File: src/hw/rtl/ftv_pkg.sv
// ----------------------------------------------------------------------------
// FIX tag=value parser package
// Shared constants, record types and the tag class lookup.
// ----------------------------------------------------------------------------
`default_nettype none

package ftv_pkg;

	localparam int SEEN_TAGS     = 2048;
	localparam int SEEN_AW       = $clog2(SEEN_TAGS);
	localparam int MAX_MSG_BYTES = 4096;
	localparam int POS_W         = $clog2(MAX_MSG_BYTES);
	localparam int EPOCH_W       = 8;
	localparam int TAG_W         = 24;
	localparam int SEQ_W         = 31;
	localparam int CNT_W         = 11;
	localparam int CLS_W         = 4;
	localparam int QDEPTH        = 4;
	localparam int QAW           = $clog2(QDEPTH);

	localparam logic [POS_W-1:0] POS_MAX = POS_W'(MAX_MSG_BYTES - 1);
	localparam logic [TAG_W-1:0] TAG_MAX = {TAG_W{1'b1}};
	localparam logic [SEQ_W-1:0] SEQ_MAX = {SEQ_W{1'b1}};
	localparam logic [CNT_W-1:0] CNT_MAX = {CNT_W{1'b1}};

	localparam logic [7:0] CH_SOH = 8'h01;
	localparam logic [7:0] CH_EQ  = 8'h3D;
	localparam logic [7:0] CH_Y   = 8'h59;
	localparam logic [7:0] CH_0   = 8'h30;
	localparam logic [7:0] CH_9   = 8'h39;

	localparam logic [CLS_W-1:0] CLS_OTHER     = 4'd0;
	localparam logic [CLS_W-1:0] CLS_MSGTYPE   = 4'd1;
	localparam logic [CLS_W-1:0] CLS_SEQNUM    = 4'd2;
	localparam logic [CLS_W-1:0] CLS_POSSDUP   = 4'd3;
	localparam logic [CLS_W-1:0] CLS_POSSRES   = 4'd4;
	localparam logic [CLS_W-1:0] CLS_SNDCOMP   = 4'd5;
	localparam logic [CLS_W-1:0] CLS_TGTCOMP   = 4'd6;
	localparam logic [CLS_W-1:0] CLS_SNDSUB    = 4'd7;
	localparam logic [CLS_W-1:0] CLS_TGTSUB    = 4'd8;
	localparam logic [CLS_W-1:0] CLS_SENDTIME  = 4'd9;
	localparam logic [CLS_W-1:0] CLS_ORIGTIME  = 4'd10;
	localparam logic [CLS_W-1:0] CLS_CHECKSUM  = 4'd11;
	localparam logic [CLS_W-1:0] CLS_BEGINSTR  = 4'd12;
	localparam logic [CLS_W-1:0] CLS_BODYLEN   = 4'd13;

	// Request from the parser to the seen-tag store.
	typedef struct packed {
		logic [SEEN_AW-1:0] rd_addr;
		logic               mark;
		logic [SEEN_AW-1:0] mark_addr;
		logic               msg_end;
	} ftv_seen_req_t;

	typedef struct packed {
		logic hit;
		logic busy;
	} ftv_seen_rsp_t;

	// One queue entry: everything one byte produces (a field record, a summary, or both).
	typedef struct packed {
		logic             has_field;
		logic             has_sum;
		logic [TAG_W-1:0] tag;
		logic [CLS_W-1:0] cls;
		logic [POS_W-1:0] off;
		logic [POS_W-1:0] len;
		logic [SEQ_W-1:0] seq;
		logic             pd;
		logic             pr;
		logic             dup;
		logic             cks;
		logic [CNT_W-1:0] cnt;
	} ftv_entry_t;

	function automatic logic [CLS_W-1:0] class_of(input logic [TAG_W-1:0] t);
		logic [CLS_W-1:0] c;
		case (t)
			TAG_W'(35):  c = CLS_MSGTYPE;
			TAG_W'(34):  c = CLS_SEQNUM;
			TAG_W'(43):  c = CLS_POSSDUP;
			TAG_W'(97):  c = CLS_POSSRES;
			TAG_W'(49):  c = CLS_SNDCOMP;
			TAG_W'(56):  c = CLS_TGTCOMP;
			TAG_W'(50):  c = CLS_SNDSUB;
			TAG_W'(57):  c = CLS_TGTSUB;
			TAG_W'(52):  c = CLS_SENDTIME;
			TAG_W'(122): c = CLS_ORIGTIME;
			TAG_W'(10):  c = CLS_CHECKSUM;
			TAG_W'(8):   c = CLS_BEGINSTR;
			TAG_W'(9):   c = CLS_BODYLEN;
			default:     c = CLS_OTHER;
		endcase
		return c;
	endfunction

endpackage

`default_nettype wire

File: src/hw/rtl/ftv_front.sv
// ----------------------------------------------------------------------------
// Parser front end
// Accepts one byte a cycle while accept is high, tracks tag and value
// phases and builds the record entry for each byte ending a field or message.
// ----------------------------------------------------------------------------
`default_nettype none

module ftv_front import ftv_pkg::*; (
	input  wire logic          clk,
	input  wire logic          arst_n,
	input  wire logic          accept,
	input  wire logic [7:0]    msg_byte,
	input  wire logic          end_of_msg,
	input  wire ftv_seen_rsp_t seen_rsp,
	output ftv_seen_req_t      seen_req,
	output logic               ent_push,
	output ftv_entry_t         ent
);

	typedef enum logic [1:0] {
		PH_TAG,
		PH_VALUE,
		PH_STOP
	} phase_t;

	phase_t           phase_q, phase_d;
	logic [TAG_W-1:0] tag_q, tag_d;
	logic             tdo_q, tdo_d;
	logic [POS_W-1:0] pos_q, pos_d;
	logic [POS_W-1:0] vstart_q, vstart_d;
	logic [CLS_W-1:0] cls_q, cls_d;
	logic [SEQ_W-1:0] seq_q, seq_d;
	logic             vdo_q, vdo_d;
	logic [3:0]       flags_q, flags_d;
	logic [CNT_W-1:0] cnt_q, cnt_d;

	logic             is_digit;
	logic [3:0]       digit;
	logic [TAG_W+3:0] tag_x10;
	logic [SEQ_W+3:0] seq_x10;
	logic             tag_small;
	logic             rec;
	logic [POS_W-1:0] rec_len;
	logic [POS_W:0]   pos_p1;
	logic [CLS_W-1:0] new_cls;

	assign is_digit  = (msg_byte >= CH_0) && (msg_byte <= CH_9);
	assign digit     = 4'(msg_byte - CH_0);
	assign tag_x10   = {4'b0, tag_q} * (TAG_W + 4)'(10) + (TAG_W + 4)'(digit);
	assign seq_x10   = {4'b0, seq_q} * (SEQ_W + 4)'(10) + (SEQ_W + 4)'(digit);
	assign tag_small = tag_q < TAG_W'(SEEN_TAGS);
	assign pos_p1    = {1'b0, pos_q} + (POS_W + 1)'(1);
	assign new_cls   = class_of(tag_q);

	always_comb begin
		phase_d  = phase_q;
		tag_d    = tag_q;
		tdo_d    = tdo_q;
		pos_d    = pos_q;
		vstart_d = vstart_q;
		cls_d    = cls_q;
		seq_d    = seq_q;
		vdo_d    = vdo_q;
		flags_d  = flags_q;
		cnt_d    = cnt_q;
		rec      = 1'b0;
		rec_len  = '0;
		seen_req.mark      = 1'b0;
		seen_req.mark_addr = tag_q[SEEN_AW-1:0];
		if (accept) begin
			case (phase_q)
				PH_TAG: begin
					if (msg_byte == CH_EQ) begin
						if (tag_small && seen_rsp.hit) begin
							flags_d[2] = 1'b1;
							phase_d    = PH_STOP;
						end else begin
							seen_req.mark = tag_small;
							cls_d    = new_cls;
							vstart_d = (pos_q == POS_MAX) ? POS_MAX : pos_p1[POS_W-1:0];
							if (new_cls == CLS_SEQNUM) begin
								seq_d = '0;
								vdo_d = 1'b1;
							end else if (new_cls == CLS_CHECKSUM) begin
								flags_d[3] = 1'b1;
							end
							phase_d = PH_VALUE;
						end
					end else if (msg_byte == CH_SOH) begin
						phase_d = PH_STOP;
					end else if (tdo_q && is_digit) begin
						tag_d = (tag_x10 > (TAG_W + 4)'(TAG_MAX)) ? TAG_MAX : tag_x10[TAG_W-1:0];
					end else begin
						tdo_d = 1'b0;
					end
				end
				PH_VALUE: begin
					if (msg_byte == CH_SOH) begin
						rec     = 1'b1;
						rec_len = (pos_q >= vstart_q) ? pos_q - vstart_q : '0;
						phase_d = PH_TAG;
						tag_d   = '0;
						tdo_d   = 1'b1;
						cls_d   = CLS_OTHER;
					end else begin
						if (pos_q == vstart_q && msg_byte == CH_Y) begin
							if (cls_q == CLS_POSSDUP) flags_d[0] = 1'b1;
							if (cls_q == CLS_POSSRES) flags_d[1] = 1'b1;
						end
						if (cls_q == CLS_SEQNUM) begin
							if (vdo_q && is_digit) begin
								seq_d = (seq_x10 > (SEQ_W + 4)'(SEQ_MAX)) ?
									SEQ_MAX : seq_x10[SEQ_W-1:0];
							end else begin
								vdo_d = 1'b0;
							end
						end
						if (end_of_msg) begin
							rec     = 1'b1;
							rec_len = (pos_p1 >= {1'b0, vstart_q}) ?
								POS_W'(pos_p1 - {1'b0, vstart_q}) : '0;
						end
					end
				end
				default: begin
				end
			endcase
			if (rec && cnt_q != CNT_MAX) begin
				cnt_d = cnt_q + CNT_W'(1);
			end
			if (pos_q != POS_MAX) begin
				pos_d = pos_p1[POS_W-1:0];
			end
		end
		// The store reads the entry for the tag as this byte leaves it.
		seen_req.msg_end = accept && end_of_msg;
		seen_req.rd_addr = (accept && end_of_msg) ? '0 : tag_d[SEEN_AW-1:0];
	end

	// The summary reads the state as this byte leaves it.
	always_comb begin
		ent.has_field = rec;
		ent.has_sum   = end_of_msg;
		ent.tag       = rec ? tag_q : (flags_d[2] ? tag_d : '0);
		ent.cls       = cls_q;
		ent.off       = vstart_q;
		ent.len       = rec_len;
		ent.seq       = seq_d;
		ent.pd        = flags_d[0];
		ent.pr        = flags_d[1];
		ent.dup       = flags_d[2];
		ent.cks       = flags_d[3];
		ent.cnt       = cnt_d;
	end

	assign ent_push = accept && (rec || end_of_msg);

	always_ff @(posedge clk or negedge arst_n) begin
		if (!arst_n) begin
			phase_q  <= PH_TAG;
			tag_q    <= '0;
			tdo_q    <= 1'b1;
			pos_q    <= '0;
			vstart_q <= '0;
			cls_q    <= CLS_OTHER;
			seq_q    <= '0;
			vdo_q    <= 1'b1;
			flags_q  <= '0;
			cnt_q    <= '0;
		end else if (accept && end_of_msg) begin
			phase_q  <= PH_TAG;
			tag_q    <= '0;
			tdo_q    <= 1'b1;
			pos_q    <= '0;
			vstart_q <= '0;
			cls_q    <= CLS_OTHER;
			seq_q    <= '0;
			vdo_q    <= 1'b1;
			flags_q  <= '0;
			cnt_q    <= '0;
		end else begin
			phase_q  <= phase_d;
			tag_q    <= tag_d;
			tdo_q    <= tdo_d;
			pos_q    <= pos_d;
			vstart_q <= vstart_d;
			cls_q    <= cls_d;
			seq_q    <= seq_d;
			vdo_q    <= vdo_d;
			flags_q  <= flags_d;
			cnt_q    <= cnt_d;
		end
	end

endmodule

`default_nettype wire

File: config.mk
export PLATFORM = sky130hd
export DESIGN_NAME = ftv_front
export DESIGN_NICKNAME = d
export VERILOG_FILES = /design/src/hw/rtl/ftv_pkg.sv /design/src/hw/rtl/ftv_front.sv
export SDC_FILE = /design/constraint.sdc
export NUM_CORES = 1
export LEC_CHECK = 0
export ABC_CLOCK_PERIOD_IN_PS = 8700
export BUFFER_PORTS_ARGS = -buffer_cell sky130_fd_sc_hd__buf_2
export CORE_ASPECT_RATIO = 2
export CORE_MARGIN = 2
export CORE_UTILIZATION = 45
export CTS_CLUSTER_SIZE = 40
export DETAILED_ROUTE_END_ITERATION = 8
export HOLD_SLACK_MARGIN = 0.03
export PLACE_DENSITY_LB_ADDON = 0.15
export SYNTH_ARGS = -nofsm -noshare
export SYNTH_HDL_FRONTEND = slang
export SYNTH_SLANG_ARGS = --single-unit
File: constraint.sdc
create_clock -name clk -period 8.7 [get_ports clk]
set_clock_uncertainty 0.2 [all_clocks]
set_input_delay 1.305 -clock clk [delete_from_list [all_inputs] [get_ports clk]]
set_output_delay 1.305 -clock clk [all_outputs]
set_load 0.02 [all_outputs]
[After elaboration in Yosys (flattened, before gate mapping)]
Cells that the tools add are included.
Storage, ports and cells
  register bits: 102
  bits in latches: 0
  memory bits (writable): 0
  ROM bits: 0
  input bits: 14
  output and inout bits: 125
  word-level logic and storage cells: 176
  memories kept: 0
Cells by class
  add/sub/neg operators: 7
  multipliers: 2
  div/mod/pow operators: 0
  order comparisons: 7
  eq/ne operators: 38
  shifts and indexed selects: 0
  mux-type cells: 91
  bitwise logic cells: 0
  reduce and logical (&&, ||, !) cells: 21
Operator list (count)
  2-to-1 mux 31 bit: 9
  2-to-1 mux 24 bit: 9
  equality test 24 x 6 -> 1 bit, second input constant: 8
  2-to-1 mux 12 bit: 15
  equality test 24 x 4 -> 1 bit, second input constant: 3
  one-hot mux 31 bit (2 select lines): 1
  one-hot mux 4 bit (13 select lines): 1
  equality test 24 x 7 -> 1 bit, second input constant: 2
  one-hot mux 24 bit (2 select lines): 1
  2-to-1 mux 11 bit: 4
  adder 35 x 4 -> 35 bit: 1
  > comparator 35 x 31 -> 1 bit, second input constant: 1
  multiplier 31 x 3 -> 34 bit, second input constant: 1
  inequality test 3 bit, second input constant: 10
  2-to-1 mux 1 bit: 29
  adder 28 x 4 -> 28 bit: 1
  > comparator 28 x 24 -> 1 bit, second input constant: 1
  2-to-1 mux 4 bit: 7
  multiplier 24 x 3 -> 27 bit, second input constant: 1
  less-than comparator 24 x 12 -> 1 bit, second input constant: 1
  subtractor 12 bit: 2
  2-to-1 mux 2 bit: 11
  adder 12 x 1 -> 13 bit, second input constant: 1
  greater-or-equal comparator 13 x 12 -> 1 bit: 1
  other kinds (31): 45

[Depth between registers and ports, before layout]
  depth in word-level cells: 11
  depth in mapped cells: 16
  mapped depth without buffers: 15

[Worst setup path before layout]
No wires, ideal clock.
  path type: reg-to-output
  from: reg seq_q[1]
  to: out ent[16] (netlist bit)
  arrival: 4.748 ns
  required time: 7.195 ns
  slack: 2.447 ns
  stages on the path, launching flop included: 16
  buffers on the path: 1
  cells stage by stage: dfrtp_1 > ha_1 > ha_1 > fa_1 > xnor2_2 > a2111oi_0 > o211ai_1 > nor4_4 > nand3_2 > nor4_4 > nand4_4 > nor4_4 > mux2i_2 > buf_4 > a211oi_1 > nor3_1
RTL lines
  start: declaration: line ftv_front.sv:32  | logic [SEQ_W-1:0] seq_q, seq_d;
  start signal: assignment: line ftv_front.sv:188  | seq_q <= seq_d;
  end: declaration: line ftv_front.sv:17  | output ftv_entry_t ent

==> metrics.md <==
| Metric | Value |
|---|---|
| Outcome | `complete, no violations` |
| Multi-input logic area | `8803 µm²` |
| Unrepaired setup endpoints after global routing | `no` |
| Syn Nets | `1671` |
| Async SR Flop Fraction | `1.000` |
| Register-to-register path setup slack | `2.81 ns` |
| RePlAce Congestion | `0.9418` |
| Tot Pwr | `1.429 mW` |
| Setup violators final | `0` |
| Seq. cell area | `2555 µm²` |
| Yosys reg bits | `102` |
| Synth Area per Inst | `7.944 µm²` |
| Site Rows | `84` |
| Ys flop type | `dfrtp_1` |
| Post-synth EDFFs | `0` |
| Ant diodes | `0` |
| Total grt overflow | `0` |
| Die width | `119.7 µm` |
| Synth-to-layout area growth | `9.188%` |
| WL final | `40100 µm` |
| Netlist cell types | `91` |
| Placed cell areas | `12870 µm²` |
| Number of max-cap violations | `0` |
| Largest fanout on the critical path | `18` |
| Slew headroom | `0.2602` |
| Nets | `1756` |
| Ys Warns | `0` |
| Vias/cell | `6.047` |
| Ports | `139` |
| Met3 usage | `0.03391` |
| Num CTS Buffers | `9` |
| Global routing usage on met2 | `0.5745` |
| CTS tree | `built` |
| Starting Density | `0.4587` |
| WHS | `0.2923 ns` |
| Hold Crit Class | `reg2reg` |
| Global-route wire length before repair | `63850 µm` |
| Register area share after synthesis | `0.2120` |
| Critical path required time | `7.19 ns` |
| Routed WL per cell | `20.55 µm` |
| Setup_tns | `0 ns` |
| DR pass1 iterations | `5` |
| Pin count of the biggest net entering global routing | `54` |
| Tmin final | `7.669 ns` |
| Residual DRC | `0` |
| Pre-CTS WS | `1.503 ns` |
| Slew Viols, Final | `0` |
| Root buf cell | `clkbuf_16` |
| Final worst slack | `1.031 ns` |
| # fillers | `2661` |
| Routed Antenna Nets | `0` |
| Clock tree buffer depth | `2` |
| Max VDD drop | `0.1139 mV` |
| CTS Hold Bufs | `0` |
| GR Util met1 | `0.2651` |
| Crit path DAT | `6.16 ns` |
| Die H | `235.4 µm` |
| Synth Instances | `1517` |
| H-Tree Depth | `3` |
| DP HPWL | `32160 µm` |
| Vias in the first global route | `12290` |
| Final Hold Vio Count | `0` |
| LEAKAGE | `6.633 nW` |
| Postcts setup bufs | `0` |
| Peak Freq | `130.4 MHz` |
| Crit. End Element | `output port` |
| Mapped Area | `12050 µm²` |
| Layout cells sized above 1 | `0.1394` |
| Initial DRC count | `676` |
| Cts repair resizes | `0` |
| Die ar. | `28190 µm²` |
| Initial antenna violation count | `0` |
| Core area | `26280 µm²` |
| Slew @ Worst Pin | `1.110 ns` |
| Vias | `11800` |
| Startpoint types | `flop` |
| GRT Resource Usage Total | `0.2878` |
| Post-route cell area | `13160 µm²` |
| Worst-Skew Late Latency | `0.38 ns` |
| Pwr Density | `108.6 nW/µm²` |
| CTS clk-pin slew, worst paths | `0.07 ns` |
| Global route hottest layer | `met2` |
| Tcrit/Tclk final | `0.8815` |
| I/O Buffers | `137` |
| Sink Count | `102` |
| Setup Crit Path Kind | `reg2out` |
==> flip-flops by register name, summed over array words and instances (netlist names) <==
name and cells:
pos_q 12, vstart_q 12, tag_q 24, vdo_q 1
cnt_q 11, phase_q 2, seq_q 31, tdo_q 1
flags_q 4, cls_q 4
==> area by class of cell <==
cell class,instances,share of cell area
well taps,344,0.03271
multi-input cells,1266,0.6690
repair buffers,155,0.06257
flip-flops and latches,102,0.1942
clock inverters,5,0.004469
inverters,68,0.01940
clock buffers,11,0.01769
==> layer usage <==
layer | routed length, µm | part of all wire
met2 | 22570 | 0.56
met5 | 0 | 0
met4 | 2810 | 0.070
met1 | 13490 | 0.34
met3 | 1227 | 0.031
==> where the power goes <==
group          switching (mW)  internal (mW)  total [mW]  leakage [nW]
combinational           0.295          0.194       0.489          5.09
sequential             0.0228          0.487       0.509          1.41
clock                   0.206          0.224       0.431         0.136
total                   0.524          0.905        1.43          6.63
==> cell families after synthesis <==
logic type / after synthesis / share of synthesized area
xor gates and xnor gates: 111 / 0.08129
and+or+nand+nor: 536 / 0.2255
DFF: 102 / 0.2120
adders and majority gates: 140 / 0.1491
AOI/OAI and AO/OA: 468 / 0.2631
muxes: 11 / 0.009966
buffers and inverters: 149 / 0.05907
==> through the flow <==
stage,util,std cells
after floorplan,-,1517
after global placement,0.4897,1935
after detailed placement,0.4897,1935
after CTS,0.5008,1951
after global routing,0.5008,1951
final,0.5008,1951
==> path summary, 6_finish.rpt <==
kind                                    end  depth (start not counted)      from
worst max-delay path                ent[16]                         16  seq_q[1]
worst min-delay path                  tdo_q                          2     tdo_q
worst max register to register     seq_q[6]                         15  seq_q[1]
worst min register to register        tdo_q                          2     tdo_q
max in group asynchronous          seq_q[7]                          2    arst_n
min in group asynchronous       vstart_q[5]                          1    arst_n
==> worst max-delay path, stage by stage, from the launching register on <==
cell,delay (ns)
dfrtp_1,0.45
ha_1,0.33
ha_1,0.24
fa_1,0.47
xnor2_2,0.20
a2111oi_0,0.57
o211ai_1,0.24
nor4_4,0.27
nand3_2,0.23
nor4_4,0.58
nand4_4,0.19
nor4_4,0.38
mux2i_4,0.66
buf_4,0.36
a211oi_1,0.10
nor3_1,0.28
buf_2,0.22
==> layout by cell type (no fill, tap or decap), types with 7 or more instances in the layout <==
cell / instances
xor2_1: 40
o21a_1: 12
and2_1: 25
xnor2_1: 70
nand4_1: 24
nand2b_1: 15
o211ai_1: 8
o311ai_2: 8
clkbuf_16: 9
buf_4: 19
nor2b_1: 16
nor2_1: 110
nor3b_1: 7
inv_1: 68
o21ai_0: 120
o221ai_1: 8
buf_2: 136
dfrtp_1: 100
o21bai_1: 9
nor4_1: 15
nand3b_1: 7
nor3_1: 44
a211oi_1: 22
a21oi_1: 106
nand2_1: 168
o31ai_1: 9
and3_1: 21
nand3_1: 40
a31oi_1: 13
a21o_1: 29
ha_1: 134
a22o_1: 38
==> synthesized netlist by cell type, types with 6 or more instances <==
library cell	n	share of area
nand2_1	168	0.052
ha_1	134	0.14
o21ai_0	122	0.051
nor2_1	110	0.034
a21oi_1	107	0.044
dfrtp_1	100	0.21
xnor2_1	70	0.051
inv_1	68	0.021
clkbuf_1	44	0.014
nor3_1	44	0.018
nand3_1	40	0.017
xor2_1	40	0.029
a22o_1	38	0.028
a21o_1	29	0.018
and2_1	25	0.013
nand4_1	24	0.012
a211oi_1	22	0.014
and3_1	21	0.011
buf_4	17	0.011
nor2b_1	16	0.0083
nand2b_1	15	0.0078
nor4_1	15	0.0078
a31oi_1	13	0.0067
o21a_1	12	0.0075
o21bai_1	9	0.0056
o31ai_1	9	0.0056
o211ai_1	8	0.0050
o221ai_1	8	0.0058
o311ai_2	8	0.011
nand3b_1	7	0.0044
nor3b_1	7	0.0044
nor4b_1	7	0.0051
a21boi_0	6	0.0037
buf_6	6	0.0056
fa_1	6	0.010
or3_1	6	0.0031
Power figures use the tool's default switching activity.
