<file path="src/hw/rtl/ftv_pkg.sv">
// ----------------------------------------------------------------------------
// FIX tag=value parser package
// Shared constants, record types and the tag class lookup.
// ----------------------------------------------------------------------------
`default_nettype none

package ftv_pkg;

	localparam int SEEN_TAGS     = 2048;
	localparam int SEEN_AW       = $clog2(SEEN_TAGS);
	localparam int MAX_MSG_BYTES = 4096;
	localparam int POS_W         = $clog2(MAX_MSG_BYTES);
	localparam int EPOCH_W       = 8;
	localparam int TAG_W         = 24;
	localparam int SEQ_W         = 31;
	localparam int CNT_W         = 11;
	localparam int CLS_W         = 4;
	localparam int QDEPTH        = 4;
	localparam int QAW           = $clog2(QDEPTH);

	localparam logic [POS_W-1:0] POS_MAX = POS_W'(MAX_MSG_BYTES - 1);
	localparam logic [TAG_W-1:0] TAG_MAX = {TAG_W{1'b1}};
	localparam logic [SEQ_W-1:0] SEQ_MAX = {SEQ_W{1'b1}};
	localparam logic [CNT_W-1:0] CNT_MAX = {CNT_W{1'b1}};

	localparam logic [7:0] CH_SOH = 8'h01;
	localparam logic [7:0] CH_EQ  = 8'h3D;
	localparam logic [7:0] CH_Y   = 8'h59;
	localparam logic [7:0] CH_0   = 8'h30;
	localparam logic [7:0] CH_9   = 8'h39;

	localparam logic [CLS_W-1:0] CLS_OTHER     = 4'd0;
	localparam logic [CLS_W-1:0] CLS_MSGTYPE   = 4'd1;
	localparam logic [CLS_W-1:0] CLS_SEQNUM    = 4'd2;
	localparam logic [CLS_W-1:0] CLS_POSSDUP   = 4'd3;
	localparam logic [CLS_W-1:0] CLS_POSSRES   = 4'd4;
	localparam logic [CLS_W-1:0] CLS_SNDCOMP   = 4'd5;
	localparam logic [CLS_W-1:0] CLS_TGTCOMP   = 4'd6;
	localparam logic [CLS_W-1:0] CLS_SNDSUB    = 4'd7;
	localparam logic [CLS_W-1:0] CLS_TGTSUB    = 4'd8;
	localparam logic [CLS_W-1:0] CLS_SENDTIME  = 4'd9;
	localparam logic [CLS_W-1:0] CLS_ORIGTIME  = 4'd10;
	localparam logic [CLS_W-1:0] CLS_CHECKSUM  = 4'd11;
	localparam logic [CLS_W-1:0] CLS_BEGINSTR  = 4'd12;
	localparam logic [CLS_W-1:0] CLS_BODYLEN   = 4'd13;

	// Request from the parser to the seen-tag store.
	typedef struct packed {
		logic [SEEN_AW-1:0] rd_addr;
		logic               mark;
		logic [SEEN_AW-1:0] mark_addr;
		logic               msg_end;
	} ftv_seen_req_t;

	typedef struct packed {
		logic hit;
		logic busy;
	} ftv_seen_rsp_t;

	// One queue entry: everything one byte produces (a field record, a summary, or both).
	typedef struct packed {
		logic             has_field;
		logic             has_sum;
		logic [TAG_W-1:0] tag;
		logic [CLS_W-1:0] cls;
		logic [POS_W-1:0] off;
		logic [POS_W-1:0] len;
		logic [SEQ_W-1:0] seq;
		logic             pd;
		logic             pr;
		logic             dup;
		logic             cks;
		logic [CNT_W-1:0] cnt;
	} ftv_entry_t;

	function automatic logic [CLS_W-1:0] class_of(input logic [TAG_W-1:0] t);
		logic [CLS_W-1:0] c;
		case (t)
			TAG_W'(35):  c = CLS_MSGTYPE;
			TAG_W'(34):  c = CLS_SEQNUM;
			TAG_W'(43):  c = CLS_POSSDUP;
			TAG_W'(97):  c = CLS_POSSRES;
			TAG_W'(49):  c = CLS_SNDCOMP;
			TAG_W'(56):  c = CLS_TGTCOMP;
			TAG_W'(50):  c = CLS_SNDSUB;
			TAG_W'(57):  c = CLS_TGTSUB;
			TAG_W'(52):  c = CLS_SENDTIME;
			TAG_W'(122): c = CLS_ORIGTIME;
			TAG_W'(10):  c = CLS_CHECKSUM;
			TAG_W'(8):   c = CLS_BEGINSTR;
			TAG_W'(9):   c = CLS_BODYLEN;
			default:     c = CLS_OTHER;
		endcase
		return c;
	endfunction

endpackage

`default_nettype wire

</file>
<file path="src/hw/rtl/ftv_queue.sv">
// ----------------------------------------------------------------------------
// Record queue and output sequencer
// Holds parser entries and hands out their field record and summary
// record one at a time.
// ----------------------------------------------------------------------------
`default_nettype none

module ftv_queue import ftv_pkg::*; (
	input  wire logic       clk,
	input  wire logic       arst_n,
	input  wire logic       push,
	input  wire ftv_entry_t din,
	output logic            q_full,
	input  wire logic       pop,
	output logic            empty,
	output logic            rec_kind,
	output logic            last_of_run,
	output ftv_entry_t      head
);

	ftv_entry_t     ent_q [QDEPTH];
	logic [QAW-1:0] wr_ptr_q;
	logic [QAW-1:0] rd_ptr_q;
	logic [QAW:0]   cnt_q;
	logic           fdone_q;
	logic           show_field;
	logic           take;
	logic           retire;

	assign q_full     = cnt_q == (QAW + 1)'(QDEPTH);
	assign empty      = cnt_q == '0;
	assign head       = ent_q[rd_ptr_q];
	assign show_field = head.has_field && !fdone_q;
	assign rec_kind   = !show_field;
	assign last_of_run = !(show_field && head.has_sum);
	assign take       = pop && !empty;
	assign retire     = take && last_of_run;

	always_ff @(posedge clk) begin
		if (push) begin
			ent_q[wr_ptr_q] <= din;
		end
	end

	always_ff @(posedge clk or negedge arst_n) begin
		if (!arst_n) begin
			wr_ptr_q <= '0;
			rd_ptr_q <= '0;
			cnt_q    <= '0;
			fdone_q  <= 1'b0;
		end else begin
			if (push) begin
				wr_ptr_q <= wr_ptr_q + QAW'(1);
			end
			if (retire) begin
				rd_ptr_q <= rd_ptr_q + QAW'(1);
				fdone_q  <= 1'b0;
			end else if (take) begin
				fdone_q <= 1'b1;
			end
			cnt_q <= cnt_q + (QAW + 1)'(push) - (QAW + 1)'(retire);
		end
	end

`ifndef SYNTHESIS
	a_cnt_bound: assert property (@(posedge clk) disable iff (!arst_n)
		cnt_q <= (QAW + 1)'(QDEPTH)) else $error("queue count overflow");
	a_no_push_full: assert property (@(posedge clk) disable iff (!arst_n)
		!(push && q_full)) else $error("push into full queue");
	a_fdone_empty: assert property (@(posedge clk) disable iff (!arst_n)
		empty |-> !fdone_q) else $error("half-sent entry in empty queue");
`endif

endmodule

`default_nettype wire

</file>
<file path="config.mk">
export PLATFORM = sky130hd
export DESIGN_NAME = ftv_queue
export DESIGN_NICKNAME = d
export VERILOG_FILES = /design/src/hw/rtl/ftv_pkg.sv /design/src/hw/rtl/ftv_queue.sv
export SDC_FILE = /design/constraint.sdc
export NUM_CORES = 1
export LEC_CHECK = 0
export BUFFER_PORTS_ARGS = -buffer_cell sky130_fd_sc_hd__buf_2
export CAP_MARGIN = 20
export CORE_ASPECT_RATIO = 1.1
export CORE_MARGIN = 1
export CORE_UTILIZATION = 45
export CTS_CLUSTER_DIAMETER = 60
export DETAILED_ROUTE_END_ITERATION = 7
export PLACE_DENSITY = 0.63
export SYNTH_ARGS = -nofsm -noshare
export SYNTH_HDL_FRONTEND = slang
export SYNTH_SLANG_ARGS = --single-unit
</file>
<file path="constraint.sdc">
create_clock -name clk -period 10.87 [get_ports clk]
set_input_delay 1.087 -clock clk [delete_from_list [all_inputs] [get_ports clk]]
set_output_delay 1.087 -clock clk [all_outputs]
set_load 0.005 [all_outputs]
</file>
After elaboration in Yosys (flattened, before gate mapping)
Memories as Yosys holds them, arrays and structs flattened. Index checks and enable logic that the tools add are counted.

Flip-flop bits (word level): 8. Bits in writable memories: 400. Bits of input ports: 104. Output and inout bits: 104. Logic and storage cells: 24. Memories kept: 1.

$add $sub $neg: 4. Eq/ne operators: 1. Mux-type cells: 4. Reductions and logical operators: 10.

Memories: ent_q (words 4, bits a word 100, read ports 1, clocked after memory_dff 0, wr ports 1, RTL line ftv_queue.sv:21) `ftv_entry_t ent_q [QDEPTH];`.

Operators with widths (number): 2-bit by 1-bit adder with 2-bit output, second input constant (2); 1-bit logical AND (4); 1-bit zero test (4); 1-bit 2-to-1 mux (4); 3-bit by 1-bit adder with 3-bit output (1); 3-bit equality test, second input constant (1); 3-bit zero test (1); 3-bit by 1-bit subtractor with 3-bit output (1); 2-bit nonzero test (1).

Longest topological paths before layout
Gate-level depths: netlist of the first run.

Depth after elaboration: 6. Gate-level depth with buffers: 8. Depth with buffers taken out: 7.

Worst setup path before layout of the first run
Ideal clock, no wire load.

Path type: input-to-reg. From: input push. To: memory ent_q[1][0] in the netlist's numbering (enable). Library setup time: 470 ps. Data arrival time: 3396 ps. Data required time: 10400 ps. Slack: 7004 ps. Stages on the path: 1. Path buffers: 0. Cell sequence: and2_1.

Word-level cells in the longest chain between the ends: 2.

Ends and longest elaborated chain: start: declaration (RTL line ftv_queue.sv:11) `input wire logic push,`; 1-bit 2-to-1 mux (RTL line ftv_queue.sv:40) `if (push) begin`; 1-bit 2-to-1 mux (implied by the code) (RTL line ftv_queue.sv:41) `ent_q[wr_ptr_q] <= din;`; end: declaration (RTL line ftv_queue.sv:21).

Every way passes these cells.

Worst setup path after layout of the first run
From: register rd_ptr_q[0]. To: output last_of_run.

Word-level cells in the longest chain between the ends: 4.

Ends and longest elaborated chain: start: declaration (RTL line ftv_queue.sv:23) `logic [QAW-1:0] rd_ptr_q;`; start signal: assignment (RTL line ftv_queue.sv:56) `rd_ptr_q <= rd_ptr_q + QAW'(1);`; memory 4 x 100 bit *; 1-bit logical AND (RTL line ftv_queue.sv:33) `assign show_field = head.has_field && !fdone_q;`; 1-bit logical AND * (RTL line ftv_queue.sv:35) `assign last_of_run = !(show_field && head.has_sum);`; 1-bit zero test * (RTL line ftv_queue.sv:35); end: declaration (RTL line ftv_queue.sv:17) `output logic last_of_run,`.

Every way passes the cells marked *; elsewhere a longest branch is shown, timed or not.

==> results of run 1 <==
## worst max-delay path, cell delays in order, from the launching register on
cell     delay, ns
dfrtp_4       1.06
buf_4         0.45
buf_16        0.32
mux4_2        0.63
nand3_1       0.15
buf_2         0.13
## final cells by class
type	count	area, um2
tap	426	533.0
inverter	5	18.77
antenna	5	12.51
sequential	408	12220
multi-input combinational	131	2512
fill	2472	14660
clock inverter	29	219.0
timing repair buffer	214	1109
clock buffer	47	1091
## state kept, by name (all words and copies together) (netlist names)
register  count
wr_ptr_q      2
fdone_q       1
rd_ptr_q      2
cnt_q         3
ent_q       400
## power breakdown
group	total, mW	switching (mW)	internal [mW]
registers	2.21	0.152	2.06
clock network	1.36	0.564	0.793
logic	1.19	0.582	0.612
total	4.76	1.30	3.47
## cells in the final DEF (no fill, tap or decap), types with 4 or more instances in the layout
cell type / synthesis / routed
ha_1: 5 / 5
and2_4: 0 / 4
edfxtp_1: 400 / 400
clkinv_2: 0 / 7
buf_4: 2 / 6
buf_2: 10 / 207
clkbuf_16: 0 / 43
dfrtp_1: 8 / 6
clkinv_1: 0 / 14
clkbuf_1: 7 / 4
inv_1: 5 / 5
nand2_1: 4 / 4
diode_2: 0 / 5
mux4_2: 100 / 100
## through the flow
| stage | cell area (um2) | hold slack [ns] | total power, mW | std cells |
|---|---|---|---|---|
| after floorplan | 14840 | 0.4498 | 2.967 | 566 |
| after global placement | 16360 | 0.4626 | 3.439 | 1183 |
| after detailed placement | 16360 | 0.5018 | 3.479 | 1183 |
| after CTS | 17670 | 0.3898 | 4.839 | 1259 |
| after global routing | 17700 | 0.3922 | 4.994 | 1260 |
| final | 17710 | 0.4016 | 4.765 | 1265 |
## kinds of logic (layout without fill, tap and decap cells)
kind of cell / after synthesis / count (layout) / synth area share (%)
fa+ha+maj: 6 / 6 / 0.5564
buf+inv: 27 / 295 / 0.8683
flops: 408 / 408 / 82.27
other cells: 0 / 5 / 0
compound gates: 6 / 6 / 0.3204
simple gates: 14 / 14 / 0.5141
mux: 100 / 100 / 15.17
xor+xnor: 5 / 5 / 0.2951
## how the worst min path moves through the flow
stage,startpoint,endpoint,depth (start not counted)
floorplan,fdone_q,fdone_q,2
global placement,fdone_q,fdone_q,2
detailed placement,fdone_q,fdone_q,2
CTS,arst_n,wr_ptr_q[0],1
global route,arst_n,wr_ptr_q[1],1
finish,arst_n,fdone_q,1
## metal layers
metal | share of wire [%] | vias up
met5 | 0.17 | -
met3 | 7.3 | 46
li1 | - | 2923
met1 | 38 | 3473
met2 | 53 | 211
met4 | 1.5 | 8
==> flow_summary_export.csv, run 1 <==
group,metric,value,unit
die,rows,69,
drt,vias,6661,
die,die_w,175.2,um
grt,grt_pass1_vias,7234,
drt,drc,0,
cts,cts_hold_buf,0,
sta,finalWorstPathRequiredPeriod,4.449,ns
drt,post_drt_wl_per_cell,21.77,um
logic_synthesis,syn_inst,566,
cts,cts_resized,0,
critical_path,cp-start-kind,"register",
critical_path,reg2reg_slack,6.93,ns
sta,setup_tns,0,ns
grt,grt_overflow,0,
grt,grt_pass1_wl,41740,um
logic_synthesis,synth_seq_area_share,82.27,%
logic_synthesis,yosysMostFrequentCell,"edfxtp_1",
grt,grt_start_max_net_pins,62,
layout,drive_gt1_share,45.44,%
cts,cts_setup_buffers,0,
logic_synthesis,synth.top_cells.by_area,"edfxtp_1 81%, mux4_2 15%, dfrtp_1 1.3%",
critical_path,critical_path_arrival,3.36,ns
drt,vias_per_cell,5.266,
sta,relSlewSlack,33.92,%
critical_path,r2r_start,"rd_ptr_q[0]",
layout,final_util,54.72,%
critical_path,r2r_end,"cnt_q[2]",
worst_hold_path,min_path_type,"input port to asynchronous set/reset pin",
logic_synthesis,async_flop_share,1.961,%
logic_synthesis,synth.top_cell.area_share,80.92,%
placed_design,place_ws,6.519,ns
critical_path,cp_max_fo,48,
logic_synthesis,netlist_area,14840,um2
placed_design,globalplace.congestion,0.7157,
die,start_util,45.85,%
logic_synthesis,yosys_warnings,0,
drt,wirelength,27540,um
critical_path,startpoint,"rd_ptr_q[0]",
cts,root_buffer,"clkbuf_16",
grt,grt_use_met1,19.45,%
power_and_ir_drop,powerDensity,269.0,nW/um2
power_and_ir_drop,max-vdd-ir-drop,153.6,uV
sta,tightest_slew,0.9912,ns
sta,hold_violations,0,
drt,dr.pass1.iters,4,
placed_design,port_buffers,207,
sta,setup_viol_count_final,0,
die,die_h,192.5,um
sta,slew_violations,0,
die,die_area,33720,um2
cts,htreeDepth,2,
sta,rsz0062_at_grt,"no",
grt,antenna_found_initial,6,
layout,areaGrowthSynthToFinish,19.35,%
logic_synthesis,ys_seq_elements,408,
logic_synthesis,synthFlopType,"edfxtp_1",
logic_synthesis,synth_nets,676,
critical_path,cp-endpoint,"last_of_run",
run_status,status,"finished, final reports clean",
logic_synthesis,syn_area_per_cell,26.22,um2
grt,globalRouteMet3Util,4.965,%
cts,cts_tree,"yes",
sta,period_share,40.93,%
layout,fin_nets,911,
die,ios,208,
critical_path,end_kind,"output pin",
cts,cts_max_path_buffers,3,
critical_path,path_class,"register to output pin",
sta,fin_ws,6.421,ns
grt,gr-usage-met2,29.72,%
logic_synthesis,synthTopCellsByCount,"400 x edfxtp_1, 100 x mux4_2, 10 x buf_2",
run,maxCapViolations,0,
logic_synthesis,yosysTopAreaCell,"edfxtp_1",
logic_synthesis,synth_edf_count,400,
power_and_ir_drop,cellLeakagePower,6.038,nW
critical_path,rr_worst_depth,9,
drt,dr.first_iter.drc_count,321,
grt,busiest_layer,"met2",
logic_synthesis,synth.distinct_cells,24,
grt,grt_usage,16.59,%
placed_design,hpwl,16150,um
drt,ant_nets,0,
die,core_region_area,32370,um2
sta,fin_worst_skew,0.01185,ns
critical_path,cp_data_required_time,9.78,ns
cts,clkLatencyLatePin,0.52,ns
cts,clock_sinks,408,
cts,cts.clk_slew.worst_paths,0.06,ns
sta,fmax,0.2248,GHz
cts,cts_buffers,41,
(Power assumes the default switching activity.)
==> inputs of run 2 (changes only) <==
ABC_AREA = 1   (was unset)
PLACE_DENSITY = 0.65   (was 0.63)
clock period = 3.7 ns   (was 10.87 ns; I/O delays follow)
==> flow_summary_export.csv, run 2 <==
group,metric,value,unit
logic_synthesis,netlist_area,15340,um2
layout,regMostFlops,"ent_q",
drt,vias_per_cell,5.320,
sta,fmax,0.3147,GHz
logic_synthesis,synth_seq_area_share,79.58,%
critical_path,reg2reg_slack,1.12,ns
sta,period_share,85.87,%
cts,htreeDepth,2,
sta,slew_violations,0,
layout,fin_nets,1348,
worst_hold_path,min_path_type,"input port to register",
logic_synthesis,syn_area_per_cell,14.83,um2
layout,num_antenna_cells,0,
layout,final_util,54.35,%
layout,largest_reg_flops,400,
critical_path,cp_max_fo,80,
run_status,status,"finished, final reports clean",
die,rows,70,
drt,vias,9065,
drt,post_drt_wl_per_cell,18.66,um
die,ios,208,
logic_synthesis,ys_seq_elements,408,
logic_synthesis,yosysTopAreaCell,"edfxtp_1",
logic_synthesis,synth.top_cell.area_share,78.28,%
logic_synthesis,synth.distinct_cells,23,
logic_synthesis,synthTopCellsByCount,"400 x edfxtp_1, 199 x nor2_1, 175 x o21ai_0",
critical_path,end_kind,"output pin",
sta,fin_ws,0.5228,ns
drt,wirelength,31800,um
power_and_ir_drop,cellLeakagePower,6.381,nW
logic_synthesis,synth_nets,1145,
cts,cts.clk_slew.worst_paths,0.06,ns
placed_design,place_ws,1.068,ns
cts,cts_setup_buffers,0,
critical_path,r2r_start,"rd_ptr_q[0]",
logic_synthesis,synthSimpleGateAreaFrac,6.270,%
sta,setup_tns,0,ns
layout,final_cell_mix,"400 x edfxtp_1, 207 x buf_2, 199 x nor2_1, 175 x o21ai_0, 98 x o22ai_1",
sta,finalWorstPathRequiredPeriod,3.177,ns
sta,whs,0.04686,ns
cts,clock_sinks,408,
logic_synthesis,synth_top_family_by_area,"compound AO/OA/AOI/OAI gates",
drt,ant_nets,0,
cts,root_buffer,"clkbuf_16",
critical_path,startpoint,"rd_ptr_q[0]",
drt,dr.pass1.iters,5,
logic_synthesis,async_flop_share,1.961,%
layout,final_common_cell,"edfxtp_1",
grt,grt_overflow,0,
cts,cts_hold_buf,1,
logic_synthesis,yosysMostFrequentCell,"edfxtp_1",
power_and_ir_drop,p_total,14.88,mW
placed_design,post-place-cells,1625,
die,die_area,34840,um2
layout,areaGrowthSynthToFinish,18.18,%
critical_path,cp-start-kind,"register",
sta,relSlewSlack,45.11,%
logic_synthesis,synthAdderAreaFrac,0.5382,%
worst_hold_path,hp-start,"din[44]",
die,start_util,45.98,%
worst_hold_path,whs_endpoint,"ent_q[2][44]",
critical_path,rr_worst_depth,12,
drt,dr.first_iter.drc_count,528,
grt,grt_pass1_wl,48360,um
logic_synthesis,yosys_warnings,0,
logic_synthesis,synth.top_cells.by_area,"edfxtp_1 78%, o21ai_0 5.7%, nor2_1 4.9%",
die,core_region_area,33370,um2
logic_synthesis,synth_edf_count,400,
placed_design,hpwl,17490,um
cts,clkLatencyLatePin,0.53,ns
grt,grt_pass1_vias,8907,
cts,cts_max_path_buffers,3,
sta,fin_worst_skew,0.008318,ns
drt,drc,0,
sta,hold_violations,0,
cts,cts_buffers,42,
run,maxCapViolations,0,
layout,final_cells,1704,
sta,tightest_slew,0.8233,ns
die,die_h,195.7,um
cts,cts_resized,0,
logic_synthesis,synth_xor_area_share,0.1712,%
worst_hold_path,whs_path_depth,1,
layout,top_regs,"ent_q: 400 flops, cnt_q: 3 flops",
grt,grt_start_max_net_pins,81,
logic_synthesis,muxShareOfSynthArea,0,%
sta,setup_viol_count_final,0,
critical_path,critical_path_arrival,2.81,ns
placed_design,port_buffers,207,
die,die_w,178.1,um
power_and_ir_drop,powerDensity,820.4,nW/um2
placed_design,globalplace.congestion,0.7120,
layout,final_area,18130,um2
grt,antenna_found_initial,5,
critical_path,r2r_end,"cnt_q[2]",
power_and_ir_drop,max-vdd-ir-drop,858.3,uV
sta,rsz0062_at_grt,"no",
logic_synthesis,synthFlopType,"edfxtp_1",
grt,grt_usage,18.16,%
layout,drive_gt1_share,24.06,%
critical_path,cp_data_required_time,3.33,ns
cts,cts_tree,"yes",
critical_path,path_class,"register to output pin",
logic_synthesis,syn_inst,1035,
placed_design,dpl_cell_area,16760,um2
logic_synthesis,synth_compound_area_share,10.49,%
## run 2: cell count changes after synthesis, moves of 5 or more
cell      delta
and2_1       -5
buf_2       +18
buf_6        +7
clkbuf_1    +20
inv_1       +13
mux4_2     -100
nand2_1     +16
nor2_1     +199
o21ai_0    +173
o21ai_1     +24
o22ai_1     +98
## run 2: worst max path at each step
stage,slack [ns],cells after the start,to
floorplan,0.63,4,ent_q[2][0]
global placement,1.11,5,head[10]
detailed placement,1.07,5,head[7]
CTS,0.50,5,head[7]
global route,0.32,5,head[47]
finish,0.52,5,head[7]
## run 2: kinds of logic (layout without fill, tap and decap cells)
| kind of cell | count (synthesis) | in the layout |
|---|---|---|
| buffers and inverters | 88 | 325 |
| flip-flops | 408 | 408 |
| adder cells (fa/ha/maj) | 6 | 6 |
| XOR/XNOR | 3 | 3 |
| AND/OR/NAND/NOR | 233 | 233 |
| AO/OA/AOI/OAI | 297 | 297 |
## run 2: cell type report
type / instances / area [um2]
Sequential cell: 408 / 12220
Clock inverter: 27 / 220.2
Inverter: 21 / 95.09
Clock buffer: 51 / 1149
Fill cell: 2681 / 15230
Multi-Input combinational cell: 539 / 2680
Tap cell: 432 / 540.5
Timing Repair Buffer: 226 / 1231
## run 2: per-layer routing
metal	global-route usage, %	up-vias	wire (um)
li1	-	4294	-
met1	23.98	4464	13570
met2	29.31	237	15330
met4	5.698	10	670
met5	0	-	59
met3	4.767	60	2169
## run 2: critical path, cell delays in order, from the launching register on
cell	delay, ns
dfrtp_4	0.65
inv_6	0.35
buf_4	0.70
o21ai_0	0.22
o22ai_1	0.16
buf_2	0.14
## run 2: where the power goes
| part | total, mW | switching, mW | internal, mW | leakage, nW |
|---|---|---|---|---|
| clock network | 4.11 | 1.68 | 2.43 | 0.679 |
| registers | 6.28 | 0.237 | 6.04 | 3.77 |
| logic | 4.49 | 2.97 | 1.52 | 1.93 |
| total | 14.9 | 4.88 | 9.99 | 6.38 |
